--- src/sv/bnv_pkg.sv ---
// Package for the birth number validator: verdict codes, character codes,
// position constants and the small arithmetic helpers.
// Depends on nothing.
package bnv_pkg;

  localparam int unsigned VerdictWidth = 2;

  localparam logic [VerdictWidth-1:0] VERDICT_INVALID = 2'd0;
  localparam logic [VerdictWidth-1:0] VERDICT_BOY     = 2'd1;
  localparam logic [VerdictWidth-1:0] VERDICT_GIRL    = 2'd2;

  localparam logic [7:0] CHAR_SLASH = 8'h2F;
  localparam logic [7:0] CHAR_ZERO  = 8'h30;
  localparam logic [7:0] CHAR_NINE  = 8'h39;

  localparam logic [4:0] POS_MAX       = 5'd31;
  localparam logic [4:0] POS_SLASH     = 5'd6;
  localparam logic [4:0] POS_MONTH     = 5'd2;
  localparam logic [4:0] POS_DAY       = 5'd4;
  localparam logic [4:0] LAST_IDX_SHORT = 5'd9;
  localparam logic [4:0] LAST_IDX_LONG  = 5'd10;

  localparam logic [1:0] SLASH_MAX = 2'd3;

  localparam logic [6:0] YEAR_TEEN_LOW  = 7'd10;
  localparam logic [6:0] YEAR_TEEN_HIGH = 7'd19;
  localparam logic [6:0] YEAR_SHORT_MAX = 7'd53;
  localparam logic [6:0] GIRL_OFFSET    = 7'd50;
  localparam logic [4:0] LEAP_DAY       = 5'd29;
  localparam logic [3:0] FEBRUARY       = 4'd2;

  typedef struct packed {
    logic [4:0] position;
    logic [1:0] slash_total;
    logic       slash_misplaced;
    logic       bad_character;
    logic [6:0] year_pair;
    logic [6:0] month_pair;
    logic [6:0] day_pair;
    logic [3:0] remainder_eleven;
  } scan_t;

  function automatic logic [4:0] month_days(input logic [3:0] month);
    logic [4:0] days;
    unique case (month)
      4'd1, 4'd3, 4'd5, 4'd7, 4'd8, 4'd10, 4'd12: days = 5'd31;
      4'd4, 4'd6, 4'd9, 4'd11:                    days = 5'd30;
      4'd2:                                       days = 5'd28;
      default:                                    days = 5'd0;
    endcase
    return days;
  endfunction

  // Ten times the old remainder is minus the old remainder modulo eleven.
  function automatic logic [3:0] mod11_step(input logic [3:0] rem, input logic [3:0] digit);
    logic [4:0] wrapped;
    wrapped = {1'b0, digit} + 5'd11 - {1'b0, rem};
    return (digit >= rem) ? (digit - rem) : wrapped[3:0];
  endfunction

  function automatic logic [6:0] pair_step(input logic [6:0] pair, input logic [3:0] digit);
    logic [9:0] wide;
    wide = {pair, 3'b000} + {2'b00, pair, 1'b0} + {6'd0, digit};
    return wide[6:0];
  endfunction

endpackage

--- src/sv/bnv_char_if.sv ---
// Channel that carries one character request of the ID string.
// Depends on nothing.
interface bnv_char_if;
  logic       valid;
  logic       ready;
  logic [7:0] char_code;
  logic       last_char;

  modport source (output valid, output char_code, output last_char, input ready);
  modport sink   (input valid, input char_code, input last_char, output ready);
endinterface

--- src/sv/bnv_verdict_if.sv ---
// Channel that carries one verdict request per ID string.
// Depends on nothing.
interface bnv_verdict_if;
  logic       valid;
  logic       ready;
  logic [1:0] verdict;

  modport source (output valid, output verdict, input ready);
  modport sink   (input valid, input verdict, output ready);
endinterface

--- src/sv/birth_number_validator_top.sv ---
// Birth number validator: scans an ID string one character a cycle and
// gives one verdict per string. Depends on bnv_pkg, bnv_char_if, bnv_verdict_if.
//
// One character is accepted in every cycle, also while a finished verdict
// waits to be taken. A character passes an input register and then updates
// the scan state; on the final character the verdict is formed in the same
// pass and is written to the result register, from which it is taken. Only a
// final character stalls, and only when the result register still holds a
// verdict that has not been taken.
module birth_number_validator_top import bnv_pkg::*; (
  input logic           clk,
  input logic           rst,
  bnv_char_if.sink      chars,
  bnv_verdict_if.source verdicts
);

  logic       s1_valid;
  logic [7:0] s1_char;
  logic       s1_last;
  logic       advance;

  scan_t      scan;
  scan_t      scan_next;

  logic       out_valid;
  logic [1:0] out_verdict;
  logic [1:0] verdict_next;

  logic [7:0] char_offset;
  logic [3:0] digit;
  logic       is_digit;
  logic       is_slash;

  logic [6:0] month_base;
  logic [3:0] month_idx;
  logic       month_ok;
  logic       is_girl;
  logic       leap;
  logic       day_ok;
  logic       year_ok;
  logic       year_short;
  logic       length_ok;

  assign advance      = s1_valid && (!s1_last || !out_valid || verdicts.ready);
  assign chars.ready  = !s1_valid || advance;
  assign verdicts.valid   = out_valid;
  assign verdicts.verdict = out_verdict;

  assign char_offset = s1_char - CHAR_ZERO;
  assign digit       = char_offset[3:0];
  assign is_digit    = (s1_char >= CHAR_ZERO) && (s1_char <= CHAR_NINE);
  assign is_slash    = (s1_char == CHAR_SLASH);

  always_comb begin
    scan_next = scan;
    if (is_slash) begin
      if (scan.slash_total != SLASH_MAX) begin
        scan_next.slash_total = scan.slash_total + 2'd1;
      end
      if (scan.position != POS_SLASH) begin
        scan_next.slash_misplaced = 1'b1;
      end
    end else if (is_digit) begin
      if (scan.position < POS_MONTH) begin
        scan_next.year_pair = pair_step(scan.year_pair, digit);
      end else if (scan.position < POS_DAY) begin
        scan_next.month_pair = pair_step(scan.month_pair, digit);
      end else if (scan.position < POS_SLASH) begin
        scan_next.day_pair = pair_step(scan.day_pair, digit);
      end
      scan_next.remainder_eleven = mod11_step(scan.remainder_eleven, digit);
    end else begin
      scan_next.bad_character = 1'b1;
    end
    if (scan.position != POS_MAX) begin
      scan_next.position = scan.position + 5'd1;
    end
  end

  // The century adds a multiple of four, so the leap rule rests on the pair alone.
  assign is_girl    = (scan_next.month_pair > GIRL_OFFSET);
  assign month_base = is_girl ? (scan_next.month_pair - GIRL_OFFSET) : scan_next.month_pair;
  assign month_idx  = month_base[3:0];
  assign month_ok   = (month_base >= 7'd1) && (month_base <= 7'd12);
  assign leap       = (scan_next.year_pair[1:0] == 2'b00);
  assign day_ok     = (scan_next.day_pair != 7'd0) &&
                      ((scan_next.day_pair <= {2'b00, month_days(month_idx)}) ||
                       (month_idx == FEBRUARY && scan_next.day_pair == {2'b00, LEAP_DAY} &&
                        leap));
  assign year_ok    = !((scan_next.year_pair >= YEAR_TEEN_LOW) &&
                        (scan_next.year_pair <= YEAR_TEEN_HIGH));
  assign year_short = (scan_next.year_pair > YEAR_TEEN_HIGH) &&
                      (scan_next.year_pair <= YEAR_SHORT_MAX);
  assign length_ok  = year_short ? (scan.position == LAST_IDX_SHORT) :
                      ((scan.position == LAST_IDX_LONG) &&
                       (scan_next.remainder_eleven == 4'd0));

  always_comb begin
    verdict_next = VERDICT_INVALID;
    if (!scan_next.bad_character && scan_next.slash_total == 2'd1 &&
        !scan_next.slash_misplaced && year_ok && month_ok && day_ok && length_ok) begin
      verdict_next = is_girl ? VERDICT_GIRL : VERDICT_BOY;
    end
  end

  always_ff @(posedge clk) begin
    if (rst) begin
      s1_valid <= 1'b0;
    end else if (chars.ready) begin
      s1_valid <= chars.valid;
    end
  end

  always_ff @(posedge clk) begin
    if (chars.valid && chars.ready) begin
      s1_char <= chars.char_code;
      s1_last <= chars.last_char;
    end
  end

  always_ff @(posedge clk) begin
    if (rst) begin
      scan <= '0;
    end else if (advance) begin
      scan <= s1_last ? '0 : scan_next;
    end
  end

  always_ff @(posedge clk) begin
    if (rst) begin
      out_valid <= 1'b0;
    end else if (advance && s1_last) begin
      out_valid <= 1'b1;
    end else if (verdicts.ready) begin
      out_valid <= 1'b0;
    end
  end

  always_ff @(posedge clk) begin
    if (advance && s1_last) begin
      out_verdict <= verdict_next;
    end
  end

endmodule

--- src/flat_wrapper.sv ---
// flat-port wrapper written by rule: the top's interface ports become plain ports
module birth_number_validator_top_flat import bnv_pkg::*;
  (clk, rst, chars_valid, chars_char_code, chars_last_char, chars_ready, verdicts_valid, verdicts_verdict, verdicts_ready);
  bnv_char_if chars_i ();
  bnv_verdict_if verdicts_i ();
  input logic clk;
  input logic rst;
  input wire logic [$bits(chars_i.valid)-1:0] chars_valid;
  input wire logic [$bits(chars_i.char_code)-1:0] chars_char_code;
  input wire logic [$bits(chars_i.last_char)-1:0] chars_last_char;
  output wire logic [$bits(chars_i.ready)-1:0] chars_ready;
  output wire logic [$bits(verdicts_i.valid)-1:0] verdicts_valid;
  output wire logic [$bits(verdicts_i.verdict)-1:0] verdicts_verdict;
  input wire logic [$bits(verdicts_i.ready)-1:0] verdicts_ready;
  assign chars_i.valid = chars_valid;
  assign chars_i.char_code = chars_char_code;
  assign chars_i.last_char = chars_last_char;
  assign chars_ready = chars_i.ready;
  assign verdicts_valid = verdicts_i.valid;
  assign verdicts_verdict = verdicts_i.verdict;
  assign verdicts_i.ready = verdicts_ready;
  birth_number_validator_top u_core (.clk(clk), .rst(rst), .chars(chars_i), .verdicts(verdicts_i));
endmodule
--- config.mk ---
export PLATFORM = sky130hd
export DESIGN_NAME = birth_number_validator_top_flat
export DESIGN_NICKNAME = d
export VERILOG_FILES = /design/src/sv/bnv_pkg.sv /design/src/sv/bnv_char_if.sv /design/src/sv/bnv_verdict_if.sv /design/src/sv/birth_number_validator_top.sv /design/src/flat_wrapper.sv
export SDC_FILE = /design/constraint.sdc
export NUM_CORES = 1
export LEC_CHECK = 0
export BUFFER_PORTS_ARGS = -buffer_cell sky130_fd_sc_hd__buf_4
export CORE_ASPECT_RATIO = 0.9
export CORE_MARGIN = 4
export CORE_UTILIZATION = 50
export CTS_CLUSTER_SIZE = 40
export DETAILED_ROUTE_END_ITERATION = 12
export HOLD_SLACK_MARGIN = 0.02
export MAX_ROUTING_LAYER = met4
export PLACE_DENSITY = 0.74
export SLEW_MARGIN = 20
export SYNTH_ARGS = -nofsm -noshare
export SYNTH_HDL_FRONTEND = slang
export SYNTH_SLANG_ARGS = --single-unit
--- constraint.sdc ---
create_clock -name clk -period 4.4 [get_ports clk]
set_input_delay 0.88 -clock clk [delete_from_list [all_inputs] [get_ports clk]]
set_output_delay 0.88 -clock clk [all_outputs]
set_load 0.02 [all_outputs]
==> impl_metrics.env, run 1 <==
export IMPL_swShare=0.2826
export IMPL_finalPower_mw=0.8348
export IMPL_grt_max_degree=35
export IMPL_io_pin_count=17
export IMPL_outcome="finished, final reports clean"
export IMPL_syn_num_nets=531
export IMPL_synth_simple_area_share=0.2156
export IMPL_synth_top_cell_area_share=0.1826
export IMPL_required_ns=4.55
export IMPL_r2r_cells=16
export IMPL_synth_mux_area_frac=0.02885
export IMPL_vias=3710
export IMPL_power_share_combinational=0.112
export IMPL_synthXorXnorAreaFrac=0.03678
export IMPL_grt_overflow_total=0
export IMPL_nNetsFinal=561
export IMPL_post_dp_cell_area_mm2=0.004264
export IMPL_htreeDepth=2
export IMPL_core_mm2=0.007620
export IMPL_antenna_found_initial=0
export IMPL_worstHoldStart="u_core.scan[26]"
export IMPL_numPortBuffers=16
export IMPL_yosys_top_cells_area="dfxtp_1, ha_1, edfxtp_1"
export IMPL_ys_flop_type="dfxtp_1"
export IMPL_dieArea_mm2=0.009380
export IMPL_slew_limit_headroom=0.3711
export IMPL_seq_area_frac_synth=0.2663
export IMPL_ys_warn_count=0
export IMPL_vdd_ir_drop_max_mv=0.1890
export IMPL_cts_tree="yes"
export IMPL_cts_clk_slew_worst_paths_ns=0.10
export IMPL_crit_path_start_kind="flop"
export IMPL_dieHeight_um=92.28
export IMPL_cts_sinks=47
export IMPL_cp_startpoint="u_core.s1_char[3]"
export IMPL_setup_viol=0
export IMPL_hold_class="flop to flop"
export IMPL_diodes=0
export IMPL_cts_root_buf="clkbuf_8"
export IMPL_min_delay_path_depth=2
export IMPL_fin_worst_skew_ns=0.01017
export IMPL_track_usage=0.2356
export IMPL_die_w_um=101.6
export IMPL_synthToLayoutAreaGrowth_pct=12.59
export IMPL_netlist_area_mm2=0.003946
export IMPL_synth_edf_count=11
export IMPL_grt_pass1_wl_mm=17.28
export IMPL_power_density_mw_per_mm2=187.9
export IMPL_gp_congestion=0.9763
export IMPL_clockPowerShare=0.341
export IMPL_maxSlewViolCount=0
export IMPL_rrSetupSlack_ns=0.25
export IMPL_worst_r2r_endpoint="u_core.verdicts.verdict[0]"
export IMPL_critPathCaptureType="flop"
export IMPL_fin_crit_sh=0.9421
export IMPL_power_leakage_nw=1.763
export IMPL_antenna_left=0
export IMPL_start_util=0.5179
export IMPL_clock_path_buffers=2
export IMPL_seqPwrFrac=0.546
export IMPL_async_flop_share=0
export IMPL_numCtsBuffers=5
export IMPL_p_int_mw=0.5989
export IMPL_tightestPinTransition_ns=0.9389
export IMPL_ys_types=68
export IMPL_synthAdderAreaFrac=0.1725
export IMPL_grt_pass1_vias=3628
export IMPL_path_class="flop to flop"
export IMPL_r2r_start="u_core.s1_char[3]"
export IMPL_wirelength_mm=10.27
export IMPL_whs_ns=0.4815
export IMPL_dp_final_hpwl_mm=7.692
export IMPL_synth_compound_area_frac=0.2223
export IMPL_min_period_ns=4.145
export IMPL_arrival_ns=4.30
export IMPL_synth_largest_area_cell="dfxtp_1"
export IMPL_wl_per_cell_um=17.23
export IMPL_p_sw_mw=0.2359
export IMPL_tns_ns=0
export IMPL_first_pass_iters=5
export IMPL_final_util=0.5831
export IMPL_fmax_mhz=241.2
export IMPL_viasPerCell=6.225
export IMPL_final_area_mm2=0.004443
export IMPL_maxCapViolCount=0
export IMPL_worstHoldEndpoint="u_core.scan[26]"
export IMPL_synthCells=469
export IMPL_synth_top_family_by_area="compound AO/OA/AOI/OAI gates"
export IMPL_clk_latency_ns=0.31
export IMPL_synth_avg_cell_area_um2=8.414
export IMPL_drc=0
export IMPL_rows=30
export IMPL_cp_max_fo=5
export IMPL_drive_gt1_frac=0.1500
export IMPL_hold_violations=0
export IMPL_first_iter_violations=227
export IMPL_ys_ff_latch=47
export IMPL_hold_buffers=0
-- logic make-up after synthesis --
family,Yosys count
fa+ha+maj,49
simple gates,159
mux,11
flops,47
buf+inv,54
compound gates,134
xor+xnor,15
-- worst max-delay path by stage --
stage	slack, ns	cells after the start	end
after floorplan	0.01	20	u_core.verdicts.verdict[1]
after global placement	0.13	15	u_core.verdicts.verdict[1]
after detailed placement	0.06	15	u_core.verdicts.verdict[1]
after CTS	0.01	16	u_core.verdicts.verdict[0]
after global routing	-0.04	16	u_core.verdicts.verdict[0]
final	0.25	16	u_core.verdicts.verdict[0]
-- stage by stage --
stage	instances	setup WS [ns]
3_3_place_gp	584	0.1262
4_1_cts	592	0.01116
3_5_place_dp	584	0.05528
2_1_floorplan	469	0.01003
5_1_grt	596	-0.03965
6_report	596	0.2549
-- cell usage in the layout (no fill, tap or decap), drive strengths merged, types with 7 or more instances in the layout --
cell     n
buf     42
fa       9
dfxtp   36
o21ai   27
a22oi   13
nand3    8
nor2    58
and3     9
nor2b    7
ha      40
nand2   18
a21oi   38
xnor2   10
mux2i    8
edfxtp  11
inv     36
nor3    17
-- flip-flops by register name, indices dropped and copies added, names as in the netlist --
| name | count |
|---|---|
| u_core.scan | 34 |
| u_core.s1_char | 8 |
| u_core.verdicts.verdict | 2 |
| u_core.s1_last | 1 |
| u_core.s1_valid | 1 |
| u_core.verdicts.valid | 1 |
-- Yosys cell counts, types with 6 or more instances --
cell type and n:
a21oi_1 37, nor2b_1 7, clkbuf_1 10, dfxtp_1 36, o31ai_1 6, mux2i_1 8
xnor2_1 10, inv_1 35, edfxtp_1 11, and3_1 8, fa_1 9, ha_1 40
nor3_1 17, nor2_1 58, a22oi_1 13, nand2_1 18, o21ai_0 27, nand3_1 8
-- repair_timing --
| action | CTS | global route |
|---|---|---|
| setup buffers | 0 | 4 |
| setup endpoints to repair | 0 | 2 |
| hold endpoints to repair | 0 | 0 |
| resized for setup | 0 | 13 |
-- power by group through the flow --
| stage | clock network (mW) | registers, mW | logic, mW |
|---|---|---|---|
| 2_1_floorplan | 0 | 0.465 | 0.0567 |
| 3_3_place_gp | 0 | 0.465 | 0.0885 |
| 3_5_place_dp | 0 | 0.466 | 0.0899 |
| 4_1_cts | 0.292 | 0.456 | 0.0904 |
| 5_1_grt | 0.310 | 0.457 | 0.104 |
| 6_report | 0.285 | 0.456 | 0.0937 |
-- critical path: stages (launching register included) --
cell	delay, ns
edfxtp_1	0.45
inv_1	0.10
fa_1	0.54
inv_1	0.06
fa_2	0.59
inv_1	0.11
a2111oi_4	0.46
or4_1	0.20
o211ai_1	0.12
or2_1	0.28
o21ai_1	0.14
ha_1	0.26
a21o_1	0.16
a31oi_1	0.16
o22ai_1	0.10
o31a_1	0.12
nor3_1	0.14
-- layout make-up --
class	instances	area, um2
Tap cell	96	120.1
Multi-Input combinational cell	368	2734
Clock buffer	5	68.82
Sequential cell	47	1051
Inverter	35	131.4
Clock inverter	3	22.52
Timing Repair Buffer	42	315.3
Fill cell	693	3177
-- per-layer routing --
metal  GRT usage  part of all wire
met1      0.3122              0.44
met2      0.3611              0.46
met3     0.04563             0.081
met4     0.07641             0.025
met5           -                 0
Power figures use the tool's default switching activity.
==> run 2, diff against run 1 <==
--- a/config.mk
+++ b/config.mk
@@ -8,12 +8,12 @@
 export BUFFER_PORTS_ARGS = -buffer_cell sky130_fd_sc_hd__buf_4
 export CORE_ASPECT_RATIO = 0.9
 export CORE_MARGIN = 4
-export CORE_UTILIZATION = 50
+export CORE_UTILIZATION = 40
 export CTS_CLUSTER_SIZE = 40
 export DETAILED_ROUTE_END_ITERATION = 12
 export HOLD_SLACK_MARGIN = 0.02
 export MAX_ROUTING_LAYER = met4
-export PLACE_DENSITY = 0.74
+export PLACE_DENSITY = 0.63
 export SLEW_MARGIN = 20
 export SYNTH_ARGS = -nofsm -noshare
 export SYNTH_HDL_FRONTEND = slang
==> run 2 against run 1 <==
  * Global-route usage down 4.4 points
  * Hold slack better by 0.0025 ns
  * Register-to-register slack worse by 0.02 ns
  * Fmax down 0.60%
  * Power up 1.4%
  * Worst setup slack worse by 0.025 ns
  * Clock power up 4%
  * Critical path depth up 1
  * Non-clock buffer count unchanged
  * Sequential power about the same
  * Highest routed layer unchanged
==> impl_metrics.env, run 2 (synthesis gave the netlist of run 1 again) <==
export IMPL_outcome="finished, final reports clean"
export IMPL_wirelength_mm=10.52
export IMPL_finalWorstSetupSlack_ns=0.2300
export IMPL_worstHoldStart="u_core.scan[25]"
export IMPL_path_class="flop to flop"
export IMPL_power_share_combinational=0.109
export IMPL_critPathCaptureType="flop"
export IMPL_placed_cells=615
export IMPL_clockPowerShare=0.351
export IMPL_fmax_mhz=239.8
export IMPL_wl_per_cell_um=16.80
export IMPL_swShare=0.2900
export IMPL_final_cell_count_no_fill=626
export IMPL_cts_tree="yes"
export IMPL_track_usage=0.1915
export IMPL_gp_congestion=0.9097
export IMPL_largest_reg_flops=34
export IMPL_layout_common_cells="nor2_1, buf_4, ha_1"
export IMPL_dieHeight_um=102.2
export IMPL_setup_viol=0
export IMPL_maxSlewViolCount=0
export IMPL_first_iter_violations=207
export IMPL_first_pass_iters=4
export IMPL_crit_path_start_kind="flop"
export IMPL_cts_clk_slew_worst_paths_ns=0.11
export IMPL_htreeDepth=2
export IMPL_r2r_start="u_core.s1_char[2]"
export IMPL_fin_crit_sh=0.9477
export IMPL_grt_max_degree=35
export IMPL_die_w_um=112.7
export IMPL_dieArea_mm2=0.01152
export IMPL_grt_pass1_vias=3451
export IMPL_grt_overflow_total=0
export IMPL_numPortBuffers=16
export IMPL_required_ns=4.56
export IMPL_cts_root_buf="clkbuf_8"
export IMPL_regMostFlops="u_core.scan"
export IMPL_nNetsFinal=561
export IMPL_antenna_found_initial=0
export IMPL_p_sw_mw=0.2454
export IMPL_cp_startpoint="u_core.s1_char[2]"
export IMPL_tightestPinTransition_ns=0.9593
export IMPL_dp_slack_ns=0.07306
export IMPL_power_density_mw_per_mm2=188.6
export IMPL_drive_gt1_frac=0.1480
export IMPL_io_pin_count=17
export IMPL_min_period_ns=4.170
export IMPL_dp_final_hpwl_mm=7.863
export IMPL_cp_max_fo=4
export IMPL_numCtsBuffers=5
export IMPL_maxCapViolCount=0
export IMPL_vdd_ir_drop_max_mv=0.2607
export IMPL_viasPerCell=5.880
export IMPL_power_leakage_nw=1.763
export IMPL_layout_commonest_cell="nor2_1"
export IMPL_hold_buffers=0
export IMPL_cts_sinks=47
export IMPL_diodes=0
export IMPL_clock_path_buffers=2
export IMPL_synthToLayoutAreaGrowth_pct=13.73
export IMPL_rows=34
export IMPL_slew_limit_headroom=0.3575
export IMPL_clk_latency_ns=0.32
export IMPL_vias=3681
export IMPL_hold_class="flop to flop"
export IMPL_grt_pass1_wl_mm=17.20
export IMPL_arrival_ns=4.33
export IMPL_fin_worst_skew_ns=0.01403
export IMPL_seqPwrFrac=0.540
export IMPL_drc=0
export IMPL_core_mm2=0.009657
export IMPL_p_int_mw=0.6010
export IMPL_antenna_left=0
export IMPL_start_util=0.4087
export IMPL_hold_violations=0
-- run 2: cell count changes in the layout (fill, tap and decap cells not counted), sizes merged --
| cell | change |
|---|---|
| inv | +1 |
| clkinv | -2 |
| clkinvlp | +1 |
-- run 2: timing repair --
item	CTS	global route
setup endpoints to repair	0	2
resized for setup	0	11
buffers inserted	0	3
hold endpoints to repair	0	0
-- run 2: routing by layer --
layer / up-vias / track usage / part of all wire
met1: 1757 / 0.2597 / 0.48
met3: 14 / 0.03197 / 0.057
met2: 111 / 0.3015 / 0.45
li1: 1799 / - / -
met4: 0 / 0.04344 / 0.011
met5: - / - / 0
-- run 2: through the flow --
step	setup TNS, ns	cell area (um2)	hold slack [ns]	power [mW]	util
floorplan	0	3956	0.4371	0.5219	-
global placement	0	4309	0.4505	0.5556	0.4462
detailed placement	0	4309	0.4682	0.5567	0.4462
CTS	0	4403	0.4886	0.8463	0.4559
global route	-0.002592	4488	0.5414	0.8797	0.4648
finish	0	4488	0.4840	0.8464	0.4648
-- run 2: worst max-delay path: stages, from the launching register on --
cell and delay (ns):
edfxtp_1 0.46, ha_1 0.33, ha_1 0.37, mux2i_4 0.26, ha_1 0.23, nand2b_1 0.06, a21o_1 0.19, a311o_1 0.38
o31ai_2 0.11, o211ai_1 0.15, or2_1 0.26, o21ai_0 0.18, ha_1 0.28, a21o_1 0.16, a31oi_1 0.17, o22ai_1 0.12
o31a_1 0.13, nor3_1 0.16
-- run 2: layout make-up --
class / instances / area, um2
Tap cell: 126 / 157.7
Clock buffer: 5 / 68.82
Multi-Input combinational cell: 368 / 2739
Clock inverter: 3 / 25.02
Inverter: 35 / 131.4
Timing Repair Buffer: 42 / 315.3
Sequential cell: 47 / 1051
Fill cell: 932 / 5169
-- run 2: final timing paths --
path | to | slack (ns) | depth (start not counted)
min | u_core.scan[25] | 0.48 | 2
max reg2reg | u_core.verdicts.verdict[0] | 0.23 | 17
min reg2reg | u_core.scan[25] | 0.48 | 2
max | u_core.verdicts.verdict[0] | 0.23 | 17
-- run 2: power by group through the flow --
stage	Clock, mW	Sequential, mW	Combinational, mW
after floorplan	0	0.465	0.0567
after CTS	0.299	0.457	0.0897
after detailed placement	0	0.467	0.0894
after global placement	0	0.467	0.0884
after global routing	0.317	0.459	0.104
final	0.297	0.457	0.0920
